`config.mk`:
```
export PLATFORM = sky130hd
export DESIGN_NAME = expiring_neighbour_message_table_flat
export DESIGN_NICKNAME = d
export VERILOG_FILES = /design/src/hdl/enmt_pkg.sv /design/src/hdl/enmt_if.sv /design/src/hdl/enmt_ram.sv /design/src/hdl/enmt_ctl.sv /design/src/hdl/enmt_dp.sv /design/src/hdl/expiring_neighbour_message_table.sv /design/src/flat_wrapper.sv
export SDC_FILE = /design/constraint.sdc
export NUM_CORES = 2
export LEC_CHECK = 0
export BUFFER_PORTS_ARGS = -buffer_cell sky130_fd_sc_hd__buf_4
export CAP_MARGIN = 30
export CORE_UTILIZATION = 35
export DETAILED_ROUTE_END_ITERATION = 16
export HOLD_SLACK_MARGIN = 0.03
export PLACE_DENSITY = 0.6
export SYNTH_ARGS = -nofsm -noshare
export SYNTH_HDL_FRONTEND = slang
export SYNTH_HIERARCHICAL = 1
export SYNTH_SLANG_ARGS = --single-unit
```
`constraint.sdc`:
```
create_clock -name clk -period 19.25 [get_ports clk]
set_clock_uncertainty 0.05 [all_clocks]
set_input_delay 0.9625 -clock clk [delete_from_list [all_inputs] [get_ports clk]]
set_output_delay 0.9625 -clock clk [all_outputs]
set_load 0.01 [all_outputs]
```
`src/hdl/enmt_pkg.sv`:
```
// Shared constants, types and control structures of the neighbour message table.
`timescale 1ns / 1ps
package enmt_pkg;

  localparam int MAX_ENTRIES = 16;
  localparam int IDX_W       = $clog2(MAX_ENTRIES);
  localparam int CNT_W       = $clog2(MAX_ENTRIES + 1);
  localparam int CAP_W       = 5;
  localparam int CFG_IDX_W   = 8;
  localparam int CFG_DATA_W  = 8;

  localparam logic [15:0] NONE_INDEX = 16'hFFFF;

  localparam logic [CFG_IDX_W-1:0] CFG_EXPIRY   = 8'd0;
  localparam logic [CFG_IDX_W-1:0] CFG_MATCH    = 8'd1;
  localparam logic [CFG_IDX_W-1:0] CFG_PRIORITY = 8'd2;
  localparam logic [CFG_IDX_W-1:0] CFG_CAPACITY = 8'd3;

  localparam logic [CAP_W-1:0] CAP_RESET = CAP_W'(MAX_ENTRIES);

  typedef enum logic [2:0] {
    OP_INSERT = 3'd0,
    OP_AGE    = 3'd1,
    OP_SUB    = 3'd2,
    OP_ERASE  = 3'd3,
    OP_SELECT = 3'd4,
    OP_MARK   = 3'd5
  } op_t;

  typedef enum logic [1:0] {
    UPD_IGNORED   = 2'd0,
    UPD_APPENDED  = 2'd1,
    UPD_REFRESHED = 2'd2
  } upd_t;

  typedef struct packed {
    logic [7:0]       agent;
    logic [7:0]       state;
    logic [31:0]      counter;
    logic [7:0]       hops;
    logic             delivered;
    logic [IDX_W-1:0] rank;
  } entry_t;

  localparam int ENTRY_W = $bits(entry_t);

  // Source of the table write data.
  typedef enum logic [2:0] {
    WD_A,        // read port A as is
    WD_B,        // read port B as is
    WD_NEW,      // fresh entry from the request
    WD_REFRESH,  // matched entry refreshed from the request
    WD_RANKDEC,  // port A with its arrival rank lowered by one
    WD_AGE,      // port A counter plus one
    WD_SUB,      // port A counter minus ticks, floored at zero
    WD_MARK      // port A marked delivered
  } wsel_t;

  typedef struct packed {
    logic             item_ready;
    logic             re;
    logic [IDX_W-1:0] addr_a;
    logic [IDX_W-1:0] addr_b;
    logic             we;
    logic [IDX_W-1:0] waddr;
    wsel_t            wsel;
    logic             v_swap;
    logic             v_clr0;
    logic             v_set;
    logic             v_prefix;
    logic [CNT_W-1:0] w;
    logic             occ_inc;
    logic             occ_dec;
    logic             find_clr;
    logic             find_load;
    logic             rank_load;
    logic             dist_clr;
    logic             dist_inc;
    logic             upd_load;
    upd_t             upd;
    logic             sel_load;
    logic             out_load;
  } cmd_t;

  typedef struct packed {
    logic             item_valid;
    op_t              op;
    logic             expiry;
    logic             match;
    logic [CNT_W-1:0] c;
    logic [CNT_W-1:0] n;
    logic [CNT_W-1:0] occ;
    logic             ps_lt_n;
    logic [IDX_W-1:0] ps_idx;
    logic             a_valid;
    logic             b_valid;
    logic             a_gt_b;
    logic             agent_hit;
    logic             found;
    logic [IDX_W-1:0] found_idx;
    logic             refresh_ok;
    logic             eligible;
    logic             valid0;
    logic             ctr_nz;
    logic             ctr_max;
    logic             rank_gt;
    logic             dup_agent;
    logic             mark_ok;
    logic [IDX_W-1:0] mark_idx;
    logic             out_free;
  } sts_t;

endpackage

```
`src/hdl/enmt_if.sv`:
```
// Channel interfaces of the neighbour message table: requests, results and configuration.
`timescale 1ns / 1ps
interface enmt_item_if;
  logic        valid;
  logic        ready;
  logic [2:0]  operation;
  logic [7:0]  sender_id;
  logic [7:0]  sender_state;
  logic [31:0] expiry_time;
  logic [7:0]  hops;
  logic        gossip;
  logic [31:0] ticks;
  logic        check_hops;
  logic [7:0]  entry_index;
  modport source (output valid, operation, sender_id, sender_state, expiry_time, hops,
                  gossip, ticks, check_hops, entry_index, input ready);
  modport sink (input valid, operation, sender_id, sender_state, expiry_time, hops,
                gossip, ticks, check_hops, entry_index, output ready);
endinterface

interface enmt_result_if;
  logic        valid;
  logic        ready;
  logic [1:0]  update_result;
  logic [15:0] selected_index;
  logic [7:0]  distinct_agents;
  logic [4:0]  entry_count;
  modport source (output valid, update_result, selected_index, distinct_agents, entry_count,
                  input ready);
  modport sink (input valid, update_result, selected_index, distinct_agents, entry_count,
                output ready);
endinterface

interface enmt_cfg_if;
  logic                             valid;
  logic                             ready;
  logic [enmt_pkg::CFG_IDX_W-1:0]   index;
  logic [enmt_pkg::CFG_DATA_W-1:0]  data;
  modport source (output valid, index, data, input ready);
  modport sink (input valid, index, data, output ready);
endinterface

```
`src/hdl/enmt_ram.sv`:
```
// Generic RAM with one write port and two registered read ports.
`timescale 1ns / 1ps
module enmt_ram #(
  parameter int WIDTH = 8,
  parameter int DEPTH = 16
) (
  input  logic                     clk,
  input  logic                     we,
  input  logic [$clog2(DEPTH)-1:0] waddr,
  input  logic [WIDTH-1:0]         wdata,
  input  logic                     re,
  input  logic [$clog2(DEPTH)-1:0] raddr_a,
  input  logic [$clog2(DEPTH)-1:0] raddr_b,
  output logic [WIDTH-1:0]         rdata_a,
  output logic [WIDTH-1:0]         rdata_b
);

  logic [WIDTH-1:0] mem [DEPTH];

  always_ff @(posedge clk) begin
    if (we) begin
      mem[waddr] <= wdata;
    end
    if (re) begin
      rdata_a <= mem[raddr_a];
      rdata_b <= mem[raddr_b];
    end
  end

endmodule

```
`src/hdl/enmt_ctl.sv`:
```
// Sequencer of the neighbour message table: walks the table for most operations.
`timescale 1ns / 1ps
module enmt_ctl (
  input  logic            clk,
  input  logic            rst,
  input  enmt_pkg::sts_t  st,
  output enmt_pkg::cmd_t  cmd
);

  typedef enum logic [4:0] {
    S_IDLE, S_DISP, S_MRD, S_MCHK, S_MDEC, S_INS, S_APP, S_RO, S_SRD, S_SCMP, S_SWR,
    S_CRD, S_CCHK, S_CFIN, S_DC0, S_DRD, S_DCHK, S_RET, S_RM, S_RM1, S_RMRD, S_RMCHK,
    S_ER, S_ERRD, S_ERCHK, S_URD, S_UCHK, S_SLRD, S_SLCHK, S_MKRD, S_MKWR, S_FIN
  } state_t;

  // Where a shared reorder or removal goes back to.
  typedef enum logic [2:0] {
    C_INS1, C_INS2, C_INS3, C_ER1, C_ER2, C_ER3
  } cont_t;

  state_t                      state, state_next;
  cont_t                       cont, cont_next;
  logic [enmt_pkg::IDX_W-1:0]  i, i_next, j, j_next;
  logic [enmt_pkg::CNT_W-1:0]  w, w_next;
  logic                        last_i_c, last_i_n, last_j, last_i_pair, swap;

  assign last_i_c    = (enmt_pkg::CNT_W'(i) == st.c - enmt_pkg::CNT_W'(1));
  assign last_i_n    = (enmt_pkg::CNT_W'(i) == st.n - enmt_pkg::CNT_W'(1));
  assign last_j      = (enmt_pkg::CNT_W'(j) == st.c - enmt_pkg::CNT_W'(1));
  assign last_i_pair = (enmt_pkg::CNT_W'(i) == st.c - enmt_pkg::CNT_W'(2));
  assign swap        = (!st.a_valid && st.b_valid) || (st.a_valid && st.b_valid && st.a_gt_b);

  always_comb begin
    cmd        = '0;
    cmd.wsel   = enmt_pkg::WD_A;
    cmd.upd    = enmt_pkg::UPD_IGNORED;
    cmd.addr_a = i;
    cmd.addr_b = j;
    cmd.waddr  = i;
    cmd.w      = w;
    state_next = state;
    cont_next  = cont;
    i_next     = i;
    j_next     = j;
    w_next     = w;
    unique case (state)
      S_IDLE: begin
        cmd.item_ready = 1'b1;
        if (st.item_valid) state_next = S_DISP;
      end
      S_DISP: begin
        i_next = '0;
        unique case (st.op)
          enmt_pkg::OP_INSERT: begin
            cmd.find_clr = 1'b1;
            state_next = st.match ? S_MRD : S_INS;
          end
          enmt_pkg::OP_AGE, enmt_pkg::OP_SUB: begin
            state_next = (st.n == '0) ? S_FIN : S_URD;
          end
          enmt_pkg::OP_ERASE: state_next = st.expiry ? S_ER : S_FIN;
          enmt_pkg::OP_SELECT: begin
            if (st.n == '0 || !st.ps_lt_n) begin
              state_next = S_FIN;
            end else begin
              i_next = st.expiry ? enmt_pkg::IDX_W'(st.n - enmt_pkg::CNT_W'(1)) : st.ps_idx;
              state_next = S_SLRD;
            end
          end
          enmt_pkg::OP_MARK: state_next = st.mark_ok ? S_MKRD : S_FIN;
          default: state_next = S_FIN;
        endcase
      end
      S_MRD: begin
        cmd.re = 1'b1;
        state_next = S_MCHK;
      end
      S_MCHK: begin
        if (st.agent_hit) cmd.find_load = 1'b1;
        if (last_i_c) begin
          state_next = S_MDEC;
        end else begin
          i_next = i + 1'b1;
          state_next = S_MRD;
        end
      end
      S_MDEC: begin
        if (st.found) begin
          if (st.refresh_ok) begin
            cmd.we       = 1'b1;
            cmd.waddr    = st.found_idx;
            cmd.wsel     = enmt_pkg::WD_REFRESH;
            cmd.upd_load = 1'b1;
            cmd.upd      = enmt_pkg::UPD_REFRESHED;
          end
          state_next = S_FIN;
        end else begin
          state_next = S_INS;
        end
      end
      S_INS: begin
        if (st.occ >= st.c) begin
          cont_next  = C_INS1;
          state_next = S_RO;
        end else begin
          state_next = S_APP;
        end
      end
      S_APP: begin
        if (st.occ < st.c) begin
          cmd.we       = 1'b1;
          cmd.waddr    = enmt_pkg::IDX_W'(st.occ);
          cmd.wsel     = enmt_pkg::WD_NEW;
          cmd.v_set    = 1'b1;
          cmd.occ_inc  = 1'b1;
          cmd.upd_load = 1'b1;
          cmd.upd      = enmt_pkg::UPD_APPENDED;
        end
        state_next = S_FIN;
      end
      S_RO: begin
        i_next = '0;
        if (st.expiry) begin
          j_next     = enmt_pkg::IDX_W'(1);
          state_next = (st.c < enmt_pkg::CNT_W'(2)) ? S_DC0 : S_SRD;
        end else begin
          w_next     = '0;
          state_next = S_CRD;
        end
      end
      S_SRD: begin
        cmd.re = 1'b1;
        state_next = S_SCMP;
      end
      S_SCMP, S_SWR: begin
        if (state == S_SWR) begin
          cmd.we    = 1'b1;
          cmd.waddr = j;
        end else if (swap) begin
          cmd.we     = 1'b1;
          cmd.wsel   = enmt_pkg::WD_B;
          cmd.v_swap = 1'b1;
        end
        if (state == S_SCMP && swap) begin
          state_next = S_SWR;
        end else if (last_j) begin
          if (last_i_pair) begin
            state_next = S_DC0;
          end else begin
            i_next     = i + 1'b1;
            j_next     = i + enmt_pkg::IDX_W'(2);
            state_next = S_SRD;
          end
        end else begin
          j_next     = j + 1'b1;
          state_next = S_SRD;
        end
      end
      S_CRD: begin
        cmd.re = 1'b1;
        state_next = S_CCHK;
      end
      S_CCHK: begin
        if (st.a_valid) begin
          if (w != enmt_pkg::CNT_W'(i)) begin
            cmd.we    = 1'b1;
            cmd.waddr = enmt_pkg::IDX_W'(w);
          end
          w_next = w + 1'b1;
        end
        if (last_i_c) begin
          state_next = S_CFIN;
        end else begin
          i_next = i + 1'b1;
          state_next = S_CRD;
        end
      end
      S_CFIN: begin
        cmd.v_prefix = 1'b1;
        state_next = S_DC0;
      end
      // Distinct count: entry i counts when no earlier entry j carries the same agent.
      S_DC0: begin
        cmd.dist_clr = 1'b1;
        i_next = '0;
        j_next = '0;
        state_next = (st.n == '0) ? S_RET : S_DRD;
      end
      S_DRD: begin
        cmd.re = 1'b1;
        state_next = S_DCHK;
      end
      S_DCHK: begin
        if (j == i || st.dup_agent) begin
          if (j == i && st.a_valid) cmd.dist_inc = 1'b1;
          if (last_i_n) begin
            state_next = S_RET;
          end else begin
            i_next = i + 1'b1;
            j_next = '0;
            state_next = S_DRD;
          end
        end else begin
          j_next = j + 1'b1;
          state_next = S_DRD;
        end
      end
      S_RET: begin
        unique case (cont)
          C_INS1: begin
            cont_next  = C_INS2;
            state_next = S_RM;
          end
          C_INS2: begin
            cont_next  = C_INS3;
            state_next = S_RO;
          end
          C_INS3: state_next = S_APP;
          C_ER1: state_next = st.valid0 ? S_ERRD : S_FIN;
          C_ER2: begin
            cont_next  = C_ER3;
            state_next = S_RO;
          end
          C_ER3: state_next = S_ER;
          default: state_next = S_FIN;
        endcase
      end
      S_RM: begin
        if (st.valid0) begin
          cmd.addr_a = '0;
          cmd.re     = 1'b1;
          state_next = S_RM1;
        end else begin
          state_next = S_RET;
        end
      end
      S_RM1: begin
        cmd.rank_load = 1'b1;
        cmd.v_clr0    = 1'b1;
        cmd.occ_dec   = 1'b1;
        i_next = '0;
        state_next = S_RMRD;
      end
      S_RMRD: begin
        cmd.re = 1'b1;
        state_next = S_RMCHK;
      end
      S_RMCHK: begin
        if (st.rank_gt) begin
          cmd.we   = 1'b1;
          cmd.wsel = enmt_pkg::WD_RANKDEC;
        end
        if (last_i_c) begin
          state_next = S_RET;
        end else begin
          i_next = i + 1'b1;
          state_next = S_RMRD;
        end
      end
      S_ER: begin
        if (st.occ == '0) begin
          state_next = S_FIN;
        end else if (!st.valid0) begin
          cont_next  = C_ER1;
          state_next = S_RO;
        end else begin
          state_next = S_ERRD;
        end
      end
      S_ERRD: begin
        cmd.addr_a = '0;
        cmd.re     = 1'b1;
        state_next = S_ERCHK;
      end
      S_ERCHK: begin
        if (st.ctr_nz) begin
          state_next = S_FIN;
        end else begin
          cont_next  = C_ER2;
          state_next = S_RM;
        end
      end
      S_URD: begin
        cmd.re = 1'b1;
        state_next = S_UCHK;
      end
      S_UCHK: begin
        if (st.op == enmt_pkg::OP_AGE) begin
          cmd.we   = st.a_valid && !st.ctr_max;
          cmd.wsel = enmt_pkg::WD_AGE;
        end else begin
          cmd.we   = st.a_valid;
          cmd.wsel = enmt_pkg::WD_SUB;
        end
        if (last_i_n) begin
          state_next = S_FIN;
        end else begin
          i_next = i + 1'b1;
          state_next = S_URD;
        end
      end
      S_SLRD: begin
        cmd.re = 1'b1;
        state_next = S_SLCHK;
      end
      S_SLCHK: begin
        if (st.eligible) begin
          cmd.sel_load = 1'b1;
          state_next = S_FIN;
        end else if (st.expiry) begin
          if (i == st.ps_idx) begin
            state_next = S_FIN;
          end else begin
            i_next = i - 1'b1;
            state_next = S_SLRD;
          end
        end else if (last_i_n) begin
          state_next = S_FIN;
        end else begin
          i_next = i + 1'b1;
          state_next = S_SLRD;
        end
      end
      S_MKRD: begin
        cmd.addr_a = st.mark_idx;
        cmd.re     = 1'b1;
        state_next = S_MKWR;
      end
      S_MKWR: begin
        cmd.we    = 1'b1;
        cmd.waddr = st.mark_idx;
        cmd.wsel  = enmt_pkg::WD_MARK;
        state_next = S_FIN;
      end
      S_FIN: begin
        if (st.out_free) begin
          cmd.out_load = 1'b1;
          state_next = S_IDLE;
        end
      end
      default: state_next = S_IDLE;
    endcase
  end

  always_ff @(posedge clk) begin
    if (rst) begin
      state <= S_IDLE;
      cont  <= C_INS1;
      i     <= '0;
      j     <= '0;
      w     <= '0;
    end else begin
      state <= state_next;
      cont  <= cont_next;
      i     <= i_next;
      j     <= j_next;
      w     <= w_next;
    end
  end

  // A new request is only taken once the previous one has been finished.
  a_one_request: assert property (@(posedge clk) disable iff (rst)
    (st.item_valid && cmd.item_ready) |=> !cmd.item_ready)
    else $error("request taken while another is in progress");

  // The second half of a swap always follows a swap decision.
  a_swap_pair: assert property (@(posedge clk) disable iff (rst)
    (state == S_SWR) |-> $past(cmd.v_swap))
    else $error("swap completion without a swap");

endmodule

```
`src/hdl/enmt_dp.sv`:
```
// Datapath of the neighbour message table: table memory, flags, counts and result register.
`timescale 1ns / 1ps
module enmt_dp (
  input  logic              clk,
  input  logic              rst,
  enmt_item_if.sink         item,
  enmt_result_if.source     result,
  enmt_cfg_if.sink          cfg,
  input  enmt_pkg::cmd_t    cmd,
  output enmt_pkg::sts_t    st
);

  // Configuration.
  logic                        expiry_enabled, match_by_agent;
  logic [7:0]                  priority_start;
  logic [enmt_pkg::CAP_W-1:0]  capacity_in_use;
  logic [enmt_pkg::CNT_W-1:0]  c, n;
  logic                        cfg_wr, cap_wr;

  // Request held for the duration of the operation.
  logic [2:0]  op_q;
  logic [7:0]  agent_q, state_q, hops_q, index_q;
  logic [31:0] expiry_q, ticks_q;
  logic        gossip_q, check_q;

  // Table state.
  logic [enmt_pkg::MAX_ENTRIES-1:0] valid, prefix_mask, cap_mask;
  logic [enmt_pkg::CNT_W-1:0]       occ;
  logic [7:0]                       distinct;
  enmt_pkg::entry_t                 rd_a, rd_b, wd;

  // Search and removal scratch.
  logic                        found;
  logic [enmt_pkg::IDX_W-1:0]  found_idx, best, rank_r;
  enmt_pkg::entry_t            stash;

  // Result.
  enmt_pkg::upd_t              upd_r;
  logic [15:0]                 sel_r;
  logic                        out_valid;
  enmt_pkg::upd_t              out_upd;
  logic [15:0]                 out_sel;
  logic [7:0]                  out_distinct;
  logic [enmt_pkg::CNT_W-1:0]  out_count;
  logic                        accept;

  assign cfg.ready = 1'b1;
  assign cfg_wr    = cfg.valid && cfg.ready;
  assign cap_wr    = cfg_wr && (cfg.index == enmt_pkg::CFG_CAPACITY);
  assign item.ready = cmd.item_ready;
  assign accept    = item.valid && cmd.item_ready;

  always_comb begin
    if (capacity_in_use == '0) begin
      c = enmt_pkg::CNT_W'(1);
    end else if (enmt_pkg::CNT_W'(capacity_in_use) > enmt_pkg::CNT_W'(enmt_pkg::MAX_ENTRIES)) begin
      c = enmt_pkg::CNT_W'(enmt_pkg::MAX_ENTRIES);
    end else begin
      c = enmt_pkg::CNT_W'(capacity_in_use);
    end
    n = (occ < c) ? occ : c;
  end

  always_comb begin
    for (int k = 0; k < enmt_pkg::MAX_ENTRIES; k++) begin
      prefix_mask[k] = (enmt_pkg::CNT_W'(k) < cmd.w);
      cap_mask[k]    = (enmt_pkg::CNT_W'(k) < c);
    end
  end

  always_ff @(posedge clk) begin
    if (rst) begin
      expiry_enabled  <= 1'b0;
      match_by_agent  <= 1'b0;
      priority_start  <= '0;
      capacity_in_use <= enmt_pkg::CAP_RESET;
    end else if (cfg_wr) begin
      unique case (cfg.index)
        enmt_pkg::CFG_EXPIRY:   expiry_enabled  <= cfg.data[0];
        enmt_pkg::CFG_MATCH:    match_by_agent  <= cfg.data[0];
        enmt_pkg::CFG_PRIORITY: priority_start  <= cfg.data;
        enmt_pkg::CFG_CAPACITY: capacity_in_use <= cfg.data[enmt_pkg::CAP_W-1:0];
        default: ;
      endcase
    end
  end

  always_ff @(posedge clk) begin
    if (accept) begin
      op_q     <= item.operation;
      agent_q  <= item.sender_id;
      state_q  <= item.sender_state;
      expiry_q <= item.expiry_time;
      hops_q   <= item.hops;
      gossip_q <= item.gossip;
      ticks_q  <= item.ticks;
      check_q  <= item.check_hops;
      index_q  <= item.entry_index;
    end
  end

  always_comb begin
    wd = rd_a;
    case (cmd.wsel)
      enmt_pkg::WD_A: wd = rd_a;
      enmt_pkg::WD_B: wd = rd_b;
      enmt_pkg::WD_NEW: begin
        wd.agent     = agent_q;
        wd.state     = state_q;
        wd.counter   = expiry_q;
        wd.hops      = hops_q;
        wd.delivered = 1'b0;
        wd.rank      = cmd.waddr;
      end
      enmt_pkg::WD_REFRESH: begin
        wd           = stash;
        wd.counter   = expiry_q;
        wd.state     = state_q;
        wd.hops      = hops_q;
        wd.delivered = 1'b0;
      end
      enmt_pkg::WD_RANKDEC: wd.rank = rd_a.rank - 1'b1;
      enmt_pkg::WD_AGE: wd.counter = rd_a.counter + 32'd1;
      enmt_pkg::WD_SUB: wd.counter = (rd_a.counter > ticks_q) ? rd_a.counter - ticks_q : '0;
      enmt_pkg::WD_MARK: wd.delivered = 1'b1;
      default: wd = rd_a;
    endcase
  end

  enmt_ram #(
    .WIDTH (enmt_pkg::ENTRY_W),
    .DEPTH (enmt_pkg::MAX_ENTRIES)
  ) u_table (
    .clk     (clk),
    .we      (cmd.we),
    .waddr   (cmd.waddr),
    .wdata   (wd),
    .re      (cmd.re),
    .raddr_a (cmd.addr_a),
    .raddr_b (cmd.addr_b),
    .rdata_a (rd_a),
    .rdata_b (rd_b)
  );

  always_ff @(posedge clk) begin
    if (rst) begin
      valid <= '0;
    end else if (cap_wr) begin
      valid <= '0;
    end else if (cmd.v_prefix) begin
      valid <= prefix_mask;
    end else begin
      if (cmd.v_swap) begin
        valid[cmd.addr_a] <= valid[cmd.addr_b];
        valid[cmd.addr_b] <= valid[cmd.addr_a];
      end
      if (cmd.v_clr0) valid[0] <= 1'b0;
      if (cmd.v_set) valid[cmd.waddr] <= 1'b1;
    end
  end

  always_ff @(posedge clk) begin
    if (rst) begin
      occ      <= '0;
      distinct <= '0;
    end else if (cap_wr) begin
      occ      <= '0;
      distinct <= '0;
    end else begin
      if (cmd.occ_inc) occ <= occ + 1'b1;
      else if (cmd.occ_dec && occ != '0) occ <= occ - 1'b1;
      if (cmd.dist_clr) begin
        distinct <= '0;
      end else if (cmd.dist_inc) begin
        distinct <= distinct + 1'b1;
      end
    end
  end

  always_ff @(posedge clk) begin
    if (cmd.find_clr) begin
      found <= 1'b0;
    end else if (cmd.find_load) begin
      found     <= 1'b1;
      found_idx <= cmd.addr_a;
      best      <= rd_a.rank;
      stash     <= rd_a;
    end
    if (cmd.rank_load) rank_r <= rd_a.rank;
  end

  always_ff @(posedge clk) begin
    if (accept) begin
      upd_r <= enmt_pkg::UPD_IGNORED;
      sel_r <= enmt_pkg::NONE_INDEX;
    end else begin
      if (cmd.upd_load) upd_r <= cmd.upd;
      if (cmd.sel_load) sel_r <= 16'(cmd.addr_a);
    end
  end

  always_ff @(posedge clk) begin
    if (rst) begin
      out_valid <= 1'b0;
    end else if (cmd.out_load) begin
      out_valid <= 1'b1;
    end else if (result.ready) begin
      out_valid <= 1'b0;
    end
  end

  always_ff @(posedge clk) begin
    if (cmd.out_load) begin
      out_upd      <= upd_r;
      out_sel      <= sel_r;
      out_distinct <= distinct;
      out_count    <= occ;
    end
  end

  assign result.valid           = out_valid;
  assign result.update_result   = out_upd;
  assign result.selected_index  = out_sel;
  assign result.distinct_agents = out_distinct;
  assign result.entry_count     = out_count;

  always_comb begin
    st            = '0;
    st.item_valid = item.valid;
    st.op         = enmt_pkg::op_t'(op_q);
    st.expiry     = expiry_enabled;
    st.match      = match_by_agent;
    st.c          = c;
    st.n          = n;
    st.occ        = occ;
    st.ps_lt_n    = (8'(n) > priority_start);
    st.ps_idx     = priority_start[enmt_pkg::IDX_W-1:0];
    st.a_valid    = valid[cmd.addr_a];
    st.b_valid    = valid[cmd.addr_b];
    st.a_gt_b     = rd_a.counter > rd_b.counter;
    st.agent_hit  = valid[cmd.addr_a] && (rd_a.agent == agent_q) && (!found || rd_a.rank < best);
    st.found      = found;
    st.found_idx  = found_idx;
    st.refresh_ok = (state_q != stash.state) && (!gossip_q || hops_q <= stash.hops);
    st.eligible   = valid[cmd.addr_a] && !rd_a.delivered && (!check_q || rd_a.hops != '0);
    st.valid0     = valid[0];
    st.ctr_nz     = rd_a.counter != '0;
    st.ctr_max    = &rd_a.counter;
    st.rank_gt    = valid[cmd.addr_a] && (rd_a.rank > rank_r);
    st.dup_agent  = valid[cmd.addr_a] && valid[cmd.addr_b] && (rd_a.agent == rd_b.agent);
    st.mark_ok    = (8'(c) > index_q) && valid[index_q[enmt_pkg::IDX_W-1:0]];
    st.mark_idx   = index_q[enmt_pkg::IDX_W-1:0];
    st.out_free   = !out_valid || result.ready;
  end

  a_occ_cap: assert property (@(posedge clk) disable iff (rst) occ <= c)
    else $error("occupancy above capacity");

  a_valid_cap: assert property (@(posedge clk) disable iff (rst) (valid & ~cap_mask) == '0)
    else $error("entry valid beyond capacity");

  // Between requests the valid entries match the count and entry 0 is valid unless empty.
  a_prefix: assert property (@(posedge clk) disable iff (rst)
    cmd.item_ready |-> ($countones(valid) == 32'(occ)) && (valid[0] || occ == '0))
    else $error("occupied entries do not match the count");

endmodule

```
`src/hdl/expiring_neighbour_message_table.sv`:
```
// Top level of the expiring neighbour message table.
`timescale 1ns / 1ps
//  channel  direction  handshake       contents
//  item     in         valid / ready   operation and its operands
//  result   out        valid / ready   update result, selected index, counts
//  cfg      in         valid / ready   register index and write data
//
// Each request is worked through by a sequencer over a 16-entry table memory
// with two read ports; one request is in progress at a time. A table sweep reads
// each entry and then checks it (ageing, ticks, selection and the agent search).
// With expiry on, a reorder is the exchange sort: c*(c-1)/2 compare steps, each
// reading a pair of entries and, where a swap is needed, writing both; with expiry
// off it compacts the occupied entries to the front. Either is followed by a
// distinct-agent count that compares each of the first n entries with those
// before it. Inserting into a full table runs two reorders and a removal sweep;
// erasing runs one removal and one reorder per expired entry. Mark reads the
// entry and writes it back marked; unknown operations go straight to the result.
// Reset is synchronous and leaves the table empty with the capacity at sixteen.
// The result sits in an output register, so a new request is taken while the
// previous result is still waiting; a request only completes once that register
// is free. Configuration writes are always taken and act from the next cycle.
module expiring_neighbour_message_table (
  input  logic           clk,
  input  logic           rst,
  enmt_item_if.sink      item,
  enmt_result_if.source  result,
  enmt_cfg_if.sink       cfg
);

  enmt_pkg::cmd_t cmd;
  enmt_pkg::sts_t st;

  // The sequencer decides, the datapath holds all table and result state.
  enmt_ctl u_ctl (
    .clk (clk),
    .rst (rst),
    .st  (st),
    .cmd (cmd)
  );

  enmt_dp u_dp (
    .clk    (clk),
    .rst    (rst),
    .item   (item),
    .result (result),
    .cfg    (cfg),
    .cmd    (cmd),
    .st     (st)
  );

endmodule

```
`src/flat_wrapper.sv`:
```
// flat-port wrapper written by rule: the top's interface ports become plain ports
module expiring_neighbour_message_table_flat 
  (clk, rst, item_valid, item_operation, item_sender_id, item_sender_state, item_expiry_time, item_hops, item_gossip, item_ticks, item_check_hops, item_entry_index, item_ready, result_valid, result_update_result, result_selected_index, result_distinct_agents, result_entry_count, result_ready, cfg_valid, cfg_index, cfg_data, cfg_ready);
  enmt_item_if item_i ();
  enmt_result_if result_i ();
  enmt_cfg_if cfg_i ();
  input  logic clk;
  input  logic rst;
  input wire logic [$bits(item_i.valid)-1:0] item_valid;
  input wire logic [$bits(item_i.operation)-1:0] item_operation;
  input wire logic [$bits(item_i.sender_id)-1:0] item_sender_id;
  input wire logic [$bits(item_i.sender_state)-1:0] item_sender_state;
  input wire logic [$bits(item_i.expiry_time)-1:0] item_expiry_time;
  input wire logic [$bits(item_i.hops)-1:0] item_hops;
  input wire logic [$bits(item_i.gossip)-1:0] item_gossip;
  input wire logic [$bits(item_i.ticks)-1:0] item_ticks;
  input wire logic [$bits(item_i.check_hops)-1:0] item_check_hops;
  input wire logic [$bits(item_i.entry_index)-1:0] item_entry_index;
  output wire logic [$bits(item_i.ready)-1:0] item_ready;
  output wire logic [$bits(result_i.valid)-1:0] result_valid;
  output wire logic [$bits(result_i.update_result)-1:0] result_update_result;
  output wire logic [$bits(result_i.selected_index)-1:0] result_selected_index;
  output wire logic [$bits(result_i.distinct_agents)-1:0] result_distinct_agents;
  output wire logic [$bits(result_i.entry_count)-1:0] result_entry_count;
  input wire logic [$bits(result_i.ready)-1:0] result_ready;
  input wire logic [$bits(cfg_i.valid)-1:0] cfg_valid;
  input wire logic [$bits(cfg_i.index)-1:0] cfg_index;
  input wire logic [$bits(cfg_i.data)-1:0] cfg_data;
  output wire logic [$bits(cfg_i.ready)-1:0] cfg_ready;
  assign item_i.valid = item_valid;
  assign item_i.operation = item_operation;
  assign item_i.sender_id = item_sender_id;
  assign item_i.sender_state = item_sender_state;
  assign item_i.expiry_time = item_expiry_time;
  assign item_i.hops = item_hops;
  assign item_i.gossip = item_gossip;
  assign item_i.ticks = item_ticks;
  assign item_i.check_hops = item_check_hops;
  assign item_i.entry_index = item_entry_index;
  assign item_ready = item_i.ready;
  assign result_valid = result_i.valid;
  assign result_update_result = result_i.update_result;
  assign result_selected_index = result_i.selected_index;
  assign result_distinct_agents = result_i.distinct_agents;
  assign result_entry_count = result_i.entry_count;
  assign result_i.ready = result_ready;
  assign cfg_i.valid = cfg_valid;
  assign cfg_i.index = cfg_index;
  assign cfg_i.data = cfg_data;
  assign cfg_ready = cfg_i.ready;
  expiring_neighbour_message_table u_core (.clk(clk), .rst(rst), .item(item_i), .result(result_i), .cfg(cfg_i));
endmodule
```
==> metrics <==
mean post-synth cell area=15.4 um2; post-synthesis sequential area ratio=0.595; Worst setup SP type=register; CP top delay family=simple AND/OR/NAND/NOR gates; fin nets=4636; Post-synth EDFFs=1255; Die ar.=0.190 mm2; Hold Path Class=input port to register; largest family of logic cells by synthesized area=multiplexers; fin crit share=0.388; # IOs=156; compound-gate portion of the synthesized area=0.0838; Leakage=23.9 nW; net count after synthesis=4510; Total Power=10.3 mW; hold_ws=0.269 ns; critical path type=register to register; CP peak stage delay=0.94 ns; fin crit period=7.46 ns; Max VDD drop=0.000155 V; Yosys top cell area share=0.572; Buffers on Ports=154; clock root buffer=clkbuf_16; Overflow after GRT=0; clock slew at reported path FFs=0.06 ns; Die X=436 um; Final ANT Viol Nets=0; Fin. Hold Viols=0; die height=436 um; crit path DAT=7.81 ns; Worst setup EP type=register; first-pass GRT wire length=292 mm; CTS max path bufs=3; Achievable Freq=134 MHz; leading area contributor after synthesis=edfxtp_1; post-route DRC violation count=0; Placed Area=0.0696 mm2; pre-CTS WS=11.88 ns; HP Start=item_sender_state[0]; Iter 0 DRT Violations=5080; Core Footprint=0.186 mm2; final setup violation count=0; post-CTS setup buffers=0; worst-margin pin slew=1.15 ns; RePlAce Congestion=0.956; Initial Util=0.354; Slew Viols, Final=0; vias in the first global route=41521; reg-to-reg critical path endpoint=u_core/u_dp/u_table/mem[3][33]; max_cap viols=0; Critical R2R Launch=u_core/u_ctl/state[0]; most common cell in the netlist=edfxtp_1; routed via count=41588; critical path data required time=19.59 ns; Num CTS Buffers=149; DPL Wire Length=121 mm; # hold bufs at CTS=0; Worst R2R Path Depth=15; Worst-Skew Late Latency=0.82 ns; Setup TNS=0 ns; most frequent cells after synthesis=edfxtp_1, mux4_2, nand2_1; final worst setup slack=11.79 ns; Max Fanout on Critical Path=46; RSZ-0062 raised after global routing=false; Area contributors post-synth=edfxtp_1, mux4_2, a22oi_1, dfxtp_1, ha_1; initial antenna violation count=6; post-synthesis async set-or-reset flop share=0; DR pass1 iterations=8; Synth Area in Simple Gates=0.0641; Post-Synth Adder-Cell Area=0.0226; routed wire length=203 mm; Vias/cell=5.94; synthesized area=0.0659 mm2; Routed wire per std cell=29.0 um; crit path buf inv count=4; crit-path cells=buf_4 -> nand2_1 -> nor2_1 -> a22o_4 -> mux4_2 -> mux4_2 -> inv_1 -> nor3_1 -> nor2b_1 -> a221oi_1 -> o221ai_1 -> buf_4 -> or3b_2 -> nor2_4 -> buf_4; Synth Register Bits=1329; largest net degree at the start of global routing=123; Hold Path Stages=1; status=finished, final reports clean; Hold Path End=u_core/u_dp/state_q[0]; TritonCTS clock tree=yes; P per Cell Area=137 mW/mm2; post-synthesis xor/xnor area fraction=0.0159; ys flop type=edfxtp_1; Slowest cell on crit path=buf_4; Slew HR=0.235; Synth cell types=104; std cell rows=158; layout cells sized above 1=0.241; crit-path most repeated cell=buf_4; reg2reg setup slack=11.79 ns; layout overhead on the synthesized area=13.4%; mux contribution to synthesized area=0.184; fin area=0.0747 mm2; post-synthesis cell count=4270; Clock Sinks=1329; Post-CTS Resized=0; H-tree depth=4; Antenna Cells=0; Ys Warns=6; GRT Overall Usage=0.210
-- worst register-to-register path: cells and delay by family (launching register included) --
family,cells,cell delay (ns)
mux,2,1.31
compound gates,3,1.16
buf+inv,4,1.74
flops,1,0.31
simple gates,6,2.50
-- metal layers --
| layer | track usage | part of all wire |
|---|---|---|
| met1 | 0.268 | 0.38 |
| met2 | 0.344 | 0.48 |
| met3 | 0.0426 | 0.086 |
| met4 | 0.0948 | 0.048 |
| met5 | 0 | 0.00023 |
-- flip-flops by register name (all words and copies together) (netlist names), 16 cells and up --
| name | flops |
|---|---|
| u_core/u_dp/valid | 16 |
| u_core/u_dp/ticks_q | 32 |
| u_core/u_dp/stash | 28 |
| u_core/u_dp/u_table/mem | 976 |
| u_core/u_dp/expiry_q | 32 |
| u_core/u_dp/u_table/rdata_b | 61 |
| u_core/u_dp/u_table/rdata_a | 61 |
-- power by group --
part	internal, mW	leakage (nW)	switching (mW)
combinational	1.30	9.56	1.95
sequential	3.81	11.9	0.280
clock	1.65	2.42	1.25
-- cell type report --
class	count	area, um2
fillers	16956	112000
flip-flops and latches	1329	39200
multi-input cells	2493	24600
clock buffers	167	3800
well taps	2480	3100
repair buffers	284	2280
clock inverters	107	1220
inverters	139	527
-- per-stage QoR --
step	cells	util
after CTS	6995	0.401
after detailed placement	6721	0.374
after global routing	6999	0.401
final	6999	0.401
after floorplan	4270	-
after global placement	6710	0.373
-- cells in the final DEF (no fill, tap or decap), drive strengths merged, types with 64 or more instances in the layout --
| cell type | n |
|---|---|
| ha | 116 |
| xnor2 | 64 |
| a22oi | 273 |
| clkinv | 74 |
| dfxtp | 74 |
| edfxtp | 1255 |
| a21oi | 163 |
| nor3 | 95 |
| o21ai | 128 |
| mux4 | 504 |
| clkbuf | 167 |
| nor2 | 196 |
| buf | 284 |
| inv | 151 |
| nand2 | 298 |
-- how the worst max path moves through the flow --
stage,end,start,depth (start not counted)
6_report,u_core/u_dp/u_table/mem[3][33],u_core/u_ctl/state[0],15
5_1_grt,u_core/u_dp/u_table/mem[3][33],u_core/u_ctl/state[0],15
4_1_cts,u_core/u_dp/u_table/mem[6][26],u_core/u_ctl/state[0],15
3_5_place_dp,u_core/u_dp/u_table/mem[11][26],u_core/u_ctl/state[0],15
3_3_place_gp,u_core/u_dp/u_table/mem[3][47],u_core/u_ctl/state[0],15
2_1_floorplan,u_core/u_dp/u_table/mem[0][0],u_core/u_ctl/state[0],21
-- cells by family after synthesis --
| family | count (synthesis) |
|---|---|
| buf+inv | 448 |
| compound gates | 808 |
| other cells | 1 |
| fa+ha+maj | 118 |
| simple gates | 875 |
| mux | 576 |
| flops | 1329 |
| xor+xnor | 115 |
Note: power is estimated with default switching activity, not from simulation.
